--- config.mk ---
export PLATFORM = sky130hd
export DESIGN_NAME = bci_area
export DESIGN_NICKNAME = d
export VERILOG_FILES = /design/src/rtl/core/barycentric_color_interpolator_assert.svh /design/src/rtl/core/bci_pkg.sv /design/src/rtl/core/bci_area.sv
export SDC_FILE = /design/constraint.sdc
export NUM_CORES = 2
export LEC_CHECK = 0
export BUFFER_PORTS_ARGS = -buffer_cell sky130_fd_sc_hd__buf_2
export CAP_MARGIN = 20
export CORE_UTILIZATION = 45
export CTS_BUF_LIST = sky130_fd_sc_hd__clkbuf_8
export DETAILED_ROUTE_END_ITERATION = 10
export HOLD_SLACK_MARGIN = 0.08
export PLACE_DENSITY = 0.64
export SKIP_CTS_REPAIR_TIMING = 1
export SLEW_MARGIN = 30
export SYNTH_ARGS = -nofsm -noshare
export SYNTH_HDL_FRONTEND = slang
export SYNTH_SLANG_ARGS = --single-unit
export TNS_END_PERCENT = 30
--- constraint.sdc ---
create_clock -name clk -period 6.8 [get_ports clk]
set_clock_uncertainty 0.2 [all_clocks]
set_input_delay 1.36 -clock clk [delete_from_list [all_inputs] [get_ports clk]]
set_output_delay 1.36 -clock clk [all_outputs]
set_load 0.005 [all_outputs]
--- src/rtl/core/barycentric_color_interpolator_assert.svh ---
// Assertion macros shared by the barycentric color interpolator RTL.
// Each macro expects signals named clk and rst_n in the including scope.
`ifndef BARYCENTRIC_COLOR_INTERPOLATOR_ASSERT_SVH
`define BARYCENTRIC_COLOR_INTERPOLATOR_ASSERT_SVH

// The consequent must hold in the same cycle as the antecedent.
`define BCI_ASSERT_NOW(label, ante, cons) \
    label: assert property (@(posedge clk) disable iff (!rst_n) (ante) |-> (cons)) \
        else $error("barycentric color interpolator check failed");

// The consequent must hold in the cycle after the antecedent.
`define BCI_ASSERT_NEXT(label, ante, cons) \
    label: assert property (@(posedge clk) disable iff (!rst_n) (ante) |=> (cons)) \
        else $error("barycentric color interpolator check failed");

`endif

--- src/rtl/core/bci_pkg.sv ---
// Package for the barycentric color interpolator: widths, latencies and types.
// Used by every module in rtl/core; depends on nothing.
package bci_pkg;

    localparam int CW        = 13;
    localparam int DFW       = CW + 1;
    localparam int PW        = CW + DFW;
    localparam int SW        = PW + 2;
    localparam int AW        = SW;
    localparam int CHW       = 8;
    localparam int NCH       = 3;
    localparam int COLW      = CHW * NCH;
    localparam int MW        = AW + CHW;
    localparam int NW        = MW + 4;
    localparam int DW        = AW + 1;
    localparam int DIV_STEPS = CHW;
    localparam int AREA_LAT  = 3;
    localparam int BLEND_LAT = 2;
    localparam int DIV_LAT   = DIV_STEPS + 1;
    localparam int TOTAL_LAT = AREA_LAT + BLEND_LAT + DIV_LAT;

    localparam int CH_BLUE  = 0;
    localparam int CH_GREEN = 1;
    localparam int CH_RED   = 2;

    typedef logic signed [CW-1:0]  coord_t;
    typedef logic signed [DFW-1:0] diff_t;
    typedef logic signed [PW-1:0]  prod_t;
    typedef logic signed [SW-1:0]  sum_t;
    typedef logic [AW-1:0]         area_t;
    typedef logic [CHW-1:0]        chan_t;
    typedef logic [COLW-1:0]       color_t;
    typedef logic [MW-1:0]         mul_t;
    typedef logic [NW-1:0]         num_t;
    typedef logic [DW-1:0]         den_t;

endpackage

--- src/rtl/core/bci_area.sv ---
// Three-stage pipeline that forms the doubled absolute area of a triangle.
// Depends on bci_pkg.
module bci_area
    import bci_pkg::*;
(
    input  logic   clk,
    input  logic   en,
    input  coord_t x0,
    input  coord_t y0,
    input  coord_t x1,
    input  coord_t y1,
    input  coord_t x2,
    input  coord_t y2,
    output area_t  area
);

    coord_t x0_reg, x1_reg, x2_reg;
    diff_t  d0_reg, d1_reg, d2_reg;
    prod_t  p0_reg, p1_reg, p2_reg;
    area_t  area_reg;
    sum_t   s_next;
    area_t  area_next;

    always_comb
    begin
        s_next    = SW'(p0_reg) + SW'(p1_reg) + SW'(p2_reg);
        area_next = s_next[SW-1] ? AW'(-s_next) : AW'(s_next);
    end

    always_ff @(posedge clk)
    begin
        if (en)
        begin
            x0_reg   <= x0;
            x1_reg   <= x1;
            x2_reg   <= x2;
            d0_reg   <= DFW'(y1) - DFW'(y2);
            d1_reg   <= DFW'(y2) - DFW'(y0);
            d2_reg   <= DFW'(y0) - DFW'(y1);
            p0_reg   <= PW'(x0_reg) * PW'(d0_reg);
            p1_reg   <= PW'(x1_reg) * PW'(d1_reg);
            p2_reg   <= PW'(x2_reg) * PW'(d2_reg);
            area_reg <= area_next;
        end
    end

    assign area = area_reg;

endmodule

==> flow_summary_export.csv <==
group,metric,value,unit
synthesis,yosysWarningCount,0,
sta,report.final.slew_viol_count,0,
detailed_routing,drc,2,
detailed_routing,wirelength,68000,um
sta,fmax,153,MHz
setup_path,crit_chain,"nand2_1, fa_1, fa_1, inv_1, fa_1, fa_1, fa_1, fa_1, ha_1, a21boi_0, o211ai_1, nand2_2, a221o_1, a21o_1, a41o_1, or4_1, and3_1, a211oi_1",
place,placedCellCount,3937,
synthesis,synth-seq-cells,191,
sta,setup_viol,0,
sta,worst_slew_pin_slew,0.783,ns
global_route,antenna_found_initial,1,
clock_tree,root_buffer,"clkbuf_8",
global_route,grt-ovfl-total,0,
place,dpl-instance-area,31900,um2
status,status,"finished, violations left",
synthesis,synth.area.mux_share,0,%
setup_path,worst-setup-path-type,"flop to flop",
setup_path,critPathSlowestCell,"edfxtp_1",
synthesis,synth_xor_area_share,4.40,%
detailed_routing,vias,20200,
sta,min_period,6.53,ns
hold_path,hold_path.class,"flop to flop",
detailed_routing,drt_iter0_markers,1069,
setup_path,cp_data_required_time,7.01,ns
detailed_routing,vias_per_cell,5.08,
die,die_w,261,um
layout,syn_to_final_growth,7.60,%
clock_tree,clock-sinks,191,
die,core-area,66100,um2
clock_tree,clkSlewWorstSetupHoldPaths,0.13,ns
synthesis,synth_cell_types,71,
sta,maxSlewHeadroom,47.8,%
synthesis,synth.largest_area_cell,"fa_1",
synthesis,synth_fa_ha_area_share,47.8,%
setup_path,crit_arrival,6.74,ns
clock_tree,cts_inserted_buffers,17,
sta,hold_violations,0,
layout,fillers,6148,
sta,period_share,96.0,%
synthesis,synth_edf_count,191,
setup_path,crit_path_frequent_cell,"fa_1",
setup_path,cp_max_fo,14,
synthesis,synth_area_leaders,"fa_1 (36%), edfxtp_1 (19%), ha_1 (11%)",
setup_path,crit_path_start_kind,"flop",
layout,fin_cells,3984,
clock_tree,clk_latency,0.58,ns
detailed_routing,ant_nets,0,
synthesis,ys.flop_type,"edfxtp_1",
detailed_routing,wl_per_cell,17.1,um
die,dieArea,68100,um2
detailed_routing,firstDrtPassIters,11,
synthesis,synth-async-reset-ratio,0,%
synthesis,synthTopCellsByCount,"inv_1 (614), fa_1 (550), nand2_1 (326)",
setup_path,critPathCaptureType,"flop",
sta,rsz0062_at_grt,"true",
place,post-dp-hpwl,57400,um
synthesis,synth_area,30200,um2
place,gp_congestion,0.867,
synthesis,netlist_instances,2999,
die,pin_count,109,
sta,setup_tns,0,ns
synthesis,syn_area_per_cell,10.1,um2
setup_path,slowest_delay,0.71,ns
die,die_h,261,um
global_route,grt_use_total,21.7,%
setup_path,path_buf_inv,1,
global_route,grt_pass1_wl,114000,um
layout,largest_reg_flops,29,
layout,drive_gt1_share,7.77,%
place,port_buffers,108,
global_route,grt_pass1_vias,21400,
synthesis,synth.most_common_cell,"inv_1",
synthesis,ys_seq_area_share,19.0,%
layout,fin_area,32500,um2
clock_tree,cts_tree,"done",
clock_tree,cts_buffer_depth,2,
synthesis,synth_top_family_by_area,"adder cells",
status,violations,"DRC",
sta,holdWs,0.482,ns
die,placementRows,94,
synthesis,syn-num-nets,3903,
layout,fin_nets,4007,
synthesis,synth_compound_area_share,6.17,%
setup_path,cpLargestDelayFamily,"adder cells",
synthesis,synthSimpleGateAreaFrac,13.9,%
clock_tree,htreeDepth,4,
synthesis,synth_top_area_share,36.5,%
run,maxCapViolCount,0,
die,initial_utilization,45.7,%
global_route,grt_max_degree,109,
-- through the flow --
step / worst slack [ns] / utilization (%)
6_report: 0.269 / 49.2
3_5_place_dp: 0.181 / 48.3
5_1_grt: -0.0381 / 49.2
2_1_floorplan: 0.543 / -
3_3_place_gp: 0.317 / 48.3
4_1_cts: 0.167 / 49.0
-- metal layers --
| metal | GRT usage [%] | up-vias | routed length, um |
|---|---|---|---|
| met5 | 0 | - | 0 |
| met4 | 6.30 | 0 | 1520 |
| met3 | 2.47 | 67 | 2480 |
| met2 | 36.5 | 377 | 32900 |
| met1 | 29.6 | 10300 | 31100 |
| li1 | - | 9515 | - |
-- cell usage in the layout, fill, tap and decap left out, types with 5 or more instances in the layout --
cell	synthesis	final
and3_1	13	13
and2_1	248	248
a21o_1	32	32
nand4_1	6	6
a21boi_0	20	20
nor3_1	28	28
buf_4	0	65
xnor2_1	114	114
nor2_1	132	132
xor2_1	34	34
o21a_1	8	8
nand2_1	326	325
buf_2	3	107
fa_1	550	550
a211oi_1	5	5
nand3_1	21	21
clkbuf_8	0	18
o21ai_0	71	71
o211ai_1	10	10
nor2b_1	21	21
nand2b_1	22	22
ha_1	274	273
o31ai_1	7	7
clkinv_8	0	6
edfxtp_1	191	191
o21bai_1	8	8
a21oi_1	59	58
a31oi_1	13	13
inv_1	614	614
or3_1	9	9
-- kinds of logic (layout without fill, tap and decap cells) --
kind of cell	count (synthesis)	count (layout)
compound gates	278	278
flops	191	191
buf+inv	703	820
other cells	0	4
fa+ha+maj	824	824
simple gates	853	853
xor+xnor	150	150
-- layout make-up --
class | instances | area (um2) | area share [%]
Antenna cell | 4 | 10.0 | 0.0308
Multi-Input combinational cell | 2105 | 21900 | 67.3
Tap cell | 864 | 1080 | 3.33
Clock inverter | 15 | 215 | 0.662
Clock buffer | 17 | 234 | 0.720
Timing Repair Buffer | 174 | 1060 | 3.25
Inverter | 614 | 2300 | 7.09
Sequential cell | 191 | 5740 | 17.7
-- final timing paths --
check	from	endpoint	slack, ns	cells after the start
setup / recovery	x0_reg[4]	p0_reg[26]	0.27	18
hold / removal	p2_reg[0]	area[0]	0.48	1
setup reg to reg	x0_reg[4]	p0_reg[26]	0.27	18
hold reg to reg	p2_reg[0]	area[0]	0.48	1
Power is left out: the tool's default activity adds up to more than one toggle a clock period on the data nets, which glitch-free logic cannot reach.
