===== src/rtl/core/barycentric_color_interpolator_assert.svh =====
// Assertion macros shared by the barycentric color interpolator RTL.
// Each macro expects signals named clk and rst_n in the including scope.
`ifndef BARYCENTRIC_COLOR_INTERPOLATOR_ASSERT_SVH
`define BARYCENTRIC_COLOR_INTERPOLATOR_ASSERT_SVH

// The consequent must hold in the same cycle as the antecedent.
`define BCI_ASSERT_NOW(label, ante, cons) \
    label: assert property (@(posedge clk) disable iff (!rst_n) (ante) |-> (cons)) \
        else $error("barycentric color interpolator check failed");

// The consequent must hold in the cycle after the antecedent.
`define BCI_ASSERT_NEXT(label, ante, cons) \
    label: assert property (@(posedge clk) disable iff (!rst_n) (ante) |=> (cons)) \
        else $error("barycentric color interpolator check failed");

`endif


===== src/rtl/core/bci_pkg.sv =====
// Package for the barycentric color interpolator: widths, latencies and types.
// Used by every module in rtl/core; depends on nothing.
package bci_pkg;

    localparam int CW        = 13;
    localparam int DFW       = CW + 1;
    localparam int PW        = CW + DFW;
    localparam int SW        = PW + 2;
    localparam int AW        = SW;
    localparam int CHW       = 8;
    localparam int NCH       = 3;
    localparam int COLW      = CHW * NCH;
    localparam int MW        = AW + CHW;
    localparam int NW        = MW + 4;
    localparam int DW        = AW + 1;
    localparam int DIV_STEPS = CHW;
    localparam int AREA_LAT  = 3;
    localparam int BLEND_LAT = 2;
    localparam int DIV_LAT   = DIV_STEPS + 1;
    localparam int TOTAL_LAT = AREA_LAT + BLEND_LAT + DIV_LAT;

    localparam int CH_BLUE  = 0;
    localparam int CH_GREEN = 1;
    localparam int CH_RED   = 2;

    typedef logic signed [CW-1:0]  coord_t;
    typedef logic signed [DFW-1:0] diff_t;
    typedef logic signed [PW-1:0]  prod_t;
    typedef logic signed [SW-1:0]  sum_t;
    typedef logic [AW-1:0]         area_t;
    typedef logic [CHW-1:0]        chan_t;
    typedef logic [COLW-1:0]       color_t;
    typedef logic [MW-1:0]         mul_t;
    typedef logic [NW-1:0]         num_t;
    typedef logic [DW-1:0]         den_t;

endpackage


===== src/rtl/core/bci_div.sv =====
// Pipelined restoring divider, one quotient bit per stage, saturating at 255.
// Depends on bci_pkg.
module bci_div
    import bci_pkg::*;
(
    input  logic  clk,
    input  logic  en,
    input  num_t  num,
    input  den_t  den,
    output chan_t quo
);

    num_t  rem_reg [0:DIV_STEPS];
    den_t  d_reg   [0:DIV_STEPS];
    chan_t q_reg   [0:DIV_STEPS];
    logic  ovf_reg [0:DIV_STEPS];

    always_ff @(posedge clk)
    begin
        if (en)
        begin
            rem_reg[0] <= num;
            d_reg[0]   <= den;
            q_reg[0]   <= '0;
            ovf_reg[0] <= (num >= (NW'(den) << DIV_STEPS));
        end
    end

    for (genvar k = 1; k <= DIV_STEPS; k++)
    begin : g_step
        localparam int SH = DIV_STEPS - k;
        num_t  trial;
        logic  take;
        num_t  rem_next;
        chan_t q_next;

        always_comb
        begin
            trial    = NW'(d_reg[k-1]) << SH;
            take     = (rem_reg[k-1] >= trial);
            rem_next = take ? (rem_reg[k-1] - trial) : rem_reg[k-1];
            q_next   = q_reg[k-1];
            q_next[SH] = take;
        end

        always_ff @(posedge clk)
        begin
            if (en)
            begin
                rem_reg[k] <= rem_next;
                d_reg[k]   <= d_reg[k-1];
                q_reg[k]   <= q_next;
                ovf_reg[k] <= ovf_reg[k-1];
            end
        end
    end

    assign quo = ovf_reg[DIV_STEPS] ? '1 : q_reg[DIV_STEPS];

endmodule


===== config.mk =====
export PLATFORM = sky130hd
export DESIGN_NAME = bci_div
export DESIGN_NICKNAME = d
export VERILOG_FILES = /design/src/rtl/core/barycentric_color_interpolator_assert.svh /design/src/rtl/core/bci_pkg.sv /design/src/rtl/core/bci_div.sv
export SDC_FILE = /design/constraint.sdc
export NUM_CORES = 1
export LEC_CHECK = 0
export BUFFER_PORTS_ARGS = -buffer_cell sky130_fd_sc_hd__buf_2
export CORE_MARGIN = 5
export CORE_UTILIZATION = 54
export CTS_CLUSTER_SIZE = 16
export DETAILED_ROUTE_END_ITERATION = 6
export PLACE_DENSITY_LB_ADDON = 0.1
export SYNTH_ARGS = -nofsm -noshare
export SYNTH_HDL_FRONTEND = slang
export SYNTH_SLANG_ARGS = --single-unit

===== constraint.sdc =====
create_clock -name clk -period 8.6 [get_ports clk]
set_input_delay 0.86 -clock clk [delete_from_list [all_inputs] [get_ports clk]]
set_output_delay 0.86 -clock clk [all_outputs]
set_load 0.03 [all_outputs]

==> results of run 1 <==
worst max-delay path by stage:
stage	end	from	cells past startpoint	slack, ns
floorplan	rem_reg[0][289]$_DFFE_PP_	rem_reg[0][247]$_DFFE_PP_	14	5.18
detailed placement	rem_reg[0][305]$_DFFE_PP_	rem_reg[0][247]$_DFFE_PP_	14	4.39
finish	rem_reg[0][305]$_DFFE_PP_	rem_reg[0][247]$_DFFE_PP_	14	4.24
CTS	rem_reg[0][305]$_DFFE_PP_	rem_reg[0][247]$_DFFE_PP_	14	4.35
global route	rem_reg[0][305]$_DFFE_PP_	rem_reg[0][247]$_DFFE_PP_	14	4.06
global placement	rem_reg[0][305]$_DFFE_PP_	rem_reg[0][247]$_DFFE_PP_	14	4.42
critical path, stage by stage, from the launching register on:
cell	delay (ns)
edfxtp_1	0.39
inv_1	0.07
ha_1	0.15
inv_1	0.05
fa_1	0.43
a211oi_1	0.36
o21ai_1	0.17
a41oi_1	0.50
o211ai_2	0.26
a31oi_1	0.37
nor2b_1	0.16
a41oi_4	0.21
buf_4	0.54
inv_2	0.07
mux2_1	0.32
layout by cell type (no fill, tap or decap), types with 27 or more instances in the layout:
cell | synthesis | final
nor4_1 | 34 | 34
o21a_1 | 30 | 30
xnor2_1 | 125 | 125
o21bai_1 | 35 | 35
edfxtp_1 | 613 | 613
nand3_1 | 52 | 52
nor2b_1 | 38 | 38
nor3_1 | 45 | 45
inv_1 | 333 | 333
o21ai_1 | 44 | 44
xor2_1 | 96 | 96
nor2_1 | 226 | 226
ha_1 | 270 | 270
a211oi_1 | 27 | 27
buf_2 | 17 | 79
a21o_1 | 126 | 126
nand4_1 | 55 | 55
o21ai_0 | 141 | 141
clkbuf_16 | 0 | 71
a31oi_1 | 32 | 32
nand2_1 | 237 | 237
a21oi_1 | 324 | 324
report_power, final:
part           switching (mW)  internal [mW]
sequential              0.399           4.19
combinational            2.69           1.93
clock                    1.15           1.88
logic make-up (layout without fill, tap and decap cells):
group	count (synthesis)	after routing	share of synthesized area (%)
DFF	613	613	51.42
and+or+nand+nor	850	850	11.61
other	0	1	0
adders and majority gates	277	277	9.828
AOI/OAI and AO/OA	906	906	15.90
muxes	38	38	1.178
xor gates and xnor gates	221	221	5.407
buffers and inverters	433	555	4.662
final cells by class:
class,count,share of cell area [%]
sequential,613,46.73
multi-input combinational,2292,39.98
clock buffer,84,4.634
inverter,336,3.202
tap,864,2.744
timing repair buffer,95,1.359
clock inverter,40,1.344
antenna,1,0.006353
cells in the mapped netlist, types with 38 or more instances:
cell	instances	share of area, %
a21o_1	126	2.6
a21oi_1	324	4.5
clkbuf_1	74	0.78
edfxtp_1	613	51
ha_1	270	9.4
inv_1	333	3.5
nand2_1	237	2.5
nand3_1	52	0.73
nand4_1	55	0.96
nor2_1	226	2.4
nor2b_1	38	0.66
nor3_1	45	0.63
o21ai_0	141	2.0
o21ai_1	44	0.62
xnor2_1	125	3.1
xor2_1	96	2.3
metal layers:
layer / GRT usage (%) / vias up / wire, um
met2: 41.34 / 711 / 40750
met1: 25.47 / 11670 / 31830
met4: 11.94 / 0 / 4696
met5: 0 / - / 0
li1: - / 12430 / -
met3: 2.756 / 241 / 3132
==> impl_metrics.ini, run 1 <==
[drt]
drt-wirelength-per-cell_um = 18.59
dr.pass1.iters = 6
first_iter_violations = 1595
wl_um = 80400
ant_nets = 0
vias = 25050
avgViaCountPerCell = 5.792
drc = 0

[die]
start_util_pct = 54.45
core-area_um2 = 65750
die_w_um = 267.5
die_h_um = 267.5
row_count = 94
dieArea_um2 = 71550
pin_count = 81

[place]
place_congestion = 0.9930
dpl.hpwl_um = 62400
placed_area_um2 = 37030
dp.cells = 4200
pre_cts_slack_ns = 4.388
io_buffers = 80

[critical_path]
cp.arrival_ns = 4.69
reg2reg_depth = 14
cp_max_fo = 67
reg2reg_from = rem_reg[0][247]$_DFFE_PP_
critPathLaunchType = flop
r2r_end = rem_reg[0][305]$_DFFE_PP_
r2r_slack_ns = 4.24
end_kind = flop
required_ns = 8.93
crit_type = flop to flop

[global_routing]
grt_pass1_wl_um = 130000
gr-total-overflow = 0
antenna_found_initial = 0
grt_pass1_vias = 25500
grt_max_degree = 152
grtUsageTotal_pct = 22.46

[timing]
finalCritPeriodShare_pct = 50.68
finalHoldViolCount = 0
fin_tns_setup_ns = 0
holdWs_ns = 0.4149
relSlewSlack_pct = 19.24
setup_ws_ns = 4.241
max_freq_ghz = 0.2294
setup_viol = 0
worstMarginPinSlew_ns = 1.193
maxSlewViolCount = 0
grt_setup_unrepaired = no
skew_ns = 0.02176
post-route-min-period_ns = 4.359

[outcome]
status = completed

[layout]
fin_area_um2 = 39390
multi_input_area_um2 = 15750
drive_above_1_share_pct = 7.428
post-route-util_pct = 59.92
seq_area_um2 = 18410
area_growth_pct = 10.03
fin_cells = 4325
largest_register_ffs = 328
num-fill-cells = 5298
nNetsFinal = 3757

[power]
power_density_nw_per_um2 = 310.5
peakVddDrop_uv = 170.5
fin_total_pwr_mw = 12.23
p_leak_nw = 15.97

[clock_network]
postCtsHoldBufs = 0
cts_setup_buffers = 0
insertion_delay_ns = 0.60
cts_resized = 0
clock_path_buffers = 3
cts.clk_slew.worst_paths_ns = 0.06
cts_root_buffer = clkbuf_16
clkSinkCount = 613
cts_buffers = 69
h-tree-depth = 3
cts_tree = done

[synth]
synthArstFlopShare_pct = 0
avgSynthCellArea_um2 = 10.73
yosys_register_bits = 613
ys_seq_area_share_pct = 51.42
synthCells = 3338
synth_edf_count = 613
yosys.cell_types.count = 92
synth.net_count = 3688
ys.flop_type = edfxtp_1
yosysWarnings = 0
netlist_area_um2 = 35800

[worst_hold_path]
min_from = ovf_reg[0][6]$_DFFE_PP_
min_to = ovf_reg[0][7]$_DFFE_PP_
holdPathStages = 0
hold_path.class = flop to flop

[flow_run]
drv_cap = 0
(Power assumes the default switching activity.)
==> run 2: changes to the inputs <==
--- a/config.mk
+++ b/config.mk
@@ -5,6 +5,7 @@
 export SDC_FILE = /design/constraint.sdc
 export NUM_CORES = 1
 export LEC_CHECK = 0
+export ABC_AREA = 1
 export BUFFER_PORTS_ARGS = -buffer_cell sky130_fd_sc_hd__buf_2
 export CORE_MARGIN = 5
 export CORE_UTILIZATION = 54
==> constraint.sdc (replaced) <==
create_clock -name clk -period 3.8 [get_ports clk]
set_input_delay 0.38 -clock clk [delete_from_list [all_inputs] [get_ports clk]]
set_output_delay 0.38 -clock clk [all_outputs]
set_load 0.03 [all_outputs]
==> impl_metrics.ini, run 2 <==
[power]
power_density_nw_per_um2 = 637.5
fin_total_pwr_mw = 30.21
peakVddDrop_uv = 381.4
p_leak_nw = 23.60

[timing]
fin_tns_setup_ns = 0
max_freq_ghz = 0.3063
worstMarginPinSlew_ns = 0.8992
relSlewSlack_pct = 39.79
maxSlewViolCount = 0
grt_setup_unrepaired = no
finalHoldViolCount = 0
finalCritPeriodShare_pct = 85.92
skew_ns = 0.03432
post-route-min-period_ns = 3.265
setup_viol = 0

[synth]
yosys_register_bits = 613
avgSynthCellArea_um2 = 7.400
yosysWarnings = 0
synthTopCellsByArea = edfxtp_1 (43%), nand2_1 (19%), inv_1 (9.8%), ha_1 (7.9%), nor2_1 (4.2%)
netlist_area_um2 = 42650
ys.flop_type = edfxtp_1
yosys.cell_types.count = 40
yosysMostFrequentCell = nand2_1
synth_common_cells = nand2_1 (2162), inv_1 (1119), edfxtp_1 (613), nor2_1 (472), nand3_1 (308)
synth_edf_count = 613
synth_top_cell_by_area = edfxtp_1
synthArstFlopShare_pct = 0
synthCells = 5763
synth_top_area_share_pct = 43.16
ys_seq_area_share_pct = 43.16
synth.net_count = 6113

[critical_path]
worst-path-buf-inv = 4
cp_slowest_cell = fa_1
cp_top_family = simple AND/OR/NAND/NOR gates
crit_path_max_incr_delay_ns = 0.57
path_cells = inv_1 > ha_1 > inv_1 > fa_1 > nand2_1 > nand3_1 > nand3_1 > nand2_2 > nand2_1 > nand3_2 > nand2_1 > nand2_4 > inv_2 > buf_4 > o21ai_1
crit_type = flop to flop
cp.arrival_ns = 3.61
cpMostUsedCell = nand2_1
reg2reg_depth = 15
end_kind = flop
path_depth = 15
cp_max_fo = 49
required_ns = 4.15
critPathLaunchType = flop

[drt]
first_iter_violations = 2546
drt-wirelength-per-cell_um = 20.74
vias = 37740
ant_nets = 0
dr.pass1.iters = 7
drc = 2
avgViaCountPerCell = 5.330
wl_um = 146800

[global_routing]
antenna_found_initial = 0
gr-total-overflow = 0
grt_max_degree = 94
grt_pass1_wl_um = 218000
grtUsageTotal_pct = 33.98
grt_pass1_vias = 38440

[die]
start_util_pct = 54.25
die_w_um = 291.0
pin_count = 81
dieArea_um2 = 84700
die_h_um = 291.0
core-area_um2 = 78610
row_count = 103

[layout]
multi_input_area_um2 = 19590
nNetsFinal = 6329
layout_commonest_cell = nand2_1
drive_above_1_share_pct = 5.025
num-fill-cells = 7247
largest_register_ffs = 328
seq_area_um2 = 18410
area_growth_pct = 11.13
diodes = 0
fin_area_um2 = 47400
final_cell_mix = nand2_1 (2162), inv_1 (1119), edfxtp_1 (613)

[clock_network]
cts_tree = done
cts_root_buffer = clkbuf_16
h-tree-depth = 3
clock_path_buffers = 3
cts.clk_slew.worst_paths_ns = 0.07
clkSinkCount = 613
cts_setup_buffers = 0
insertion_delay_ns = 0.64
cts_buffers = 70
cts_resized = 0

[place]
io_buffers = 80
placed_area_um2 = 44400
place_congestion = 1.047
dpl.hpwl_um = 120900

[flow_run]
drv_cap = 0

[outcome]
status = finished with violations
violations = design-rule violations

[worst_hold_path]
hold_path.class = input pin to flop
holdPathStages = 1
## run 2: changes by cell type after synthesis, sizes merged, moves of 98 or more
cell   delta
nand2  +1936
inv     +801
nand3   +259
nor2    +259
a21o    -124
a21oi    -98
## run 2: repair_timing
item,4_1_cts,5_1_grt
endpoints found under the setup margin,0,0
hold endpoints to repair,71,0
hold buffers,71,0
## run 2: worst reg2reg max path, stage by stage (launching register included)
cell      delay (ns)
edfxtp_1        0.36
inv_1           0.08
ha_1            0.14
inv_1           0.16
fa_1            0.57
nand2_1         0.14
nand3_1         0.10
nand3_1         0.12
nand2_2         0.14
nand2_1         0.11
nand3_2         0.17
nand2_1         0.18
nand2_4         0.06
inv_2           0.04
buf_4           0.47
o21ai_1         0.16
## run 2: final cells by class
| class | instances | area share, % |
|---|---|---|
| clock buffers | 82 | 3.791 |
| clock inverters | 41 | 1.024 |
| multi-input cells | 3966 | 41.34 |
| well taps | 1050 | 2.772 |
| flip-flops and latches | 613 | 38.84 |
| repair buffers | 189 | 3.205 |
| inverters | 1139 | 9.031 |
## run 2: worst paths after layout
path                        startpoint                        end  slack (ns)
max          rem_reg[0][247]$_DFFE_PP_  rem_reg[0][310]$_DFFE_PP_        0.53
min                                 en   rem_reg[0][72]$_DFFE_PP_        0.29
max reg2reg  rem_reg[0][247]$_DFFE_PP_  rem_reg[0][310]$_DFFE_PP_        0.53
min reg2reg     q_reg[0][44]$_DFFE_PP_     q_reg[0][52]$_DFFE_PP_        0.41
## run 2: logic make-up after synthesis
group                    share of synthesized area [%]
AO/OA/AOI/OAI                                    4.982
XOR/XNOR                                         2.341
adder cells (fa/ha/maj)                          8.250
buffers and inverters                            10.90
flip-flops                                       43.16
AND/OR/NAND/NOR                                  30.37
## run 2: where the power goes
part	switching, mW	internal [mW]	leakage, nW
logic	8.93	4.25	16.6
registers	0.902	9.23	5.95
clock network	2.88	4.01	1.09
total	12.7	17.5	23.6
## run 2: stage by stage
stage / cells / setup WS [ns] / hold slack (ns) / utilization (%)
final: 7080 / 0.5349 / 0.2906 / 60.29
after global routing: 7080 / 0.3294 / 0.2892 / 60.29
after CTS: 7080 / 0.4981 / 0.3111 / 60.29
after detailed placement: 6886 / 0.5466 / 0.4045 / 56.48
after global placement: 6886 / 0.6371 / 0.4003 / 56.48
after floorplan: 5763 / 1.454 / 0.4003 / -
## run 2: per-layer routing
metal  track usage [%]  share of wire [%]
met2             65.62                 53
met3             3.845                4.1
met4             30.18                 11
met1             30.74                 32
met5                 0                  0
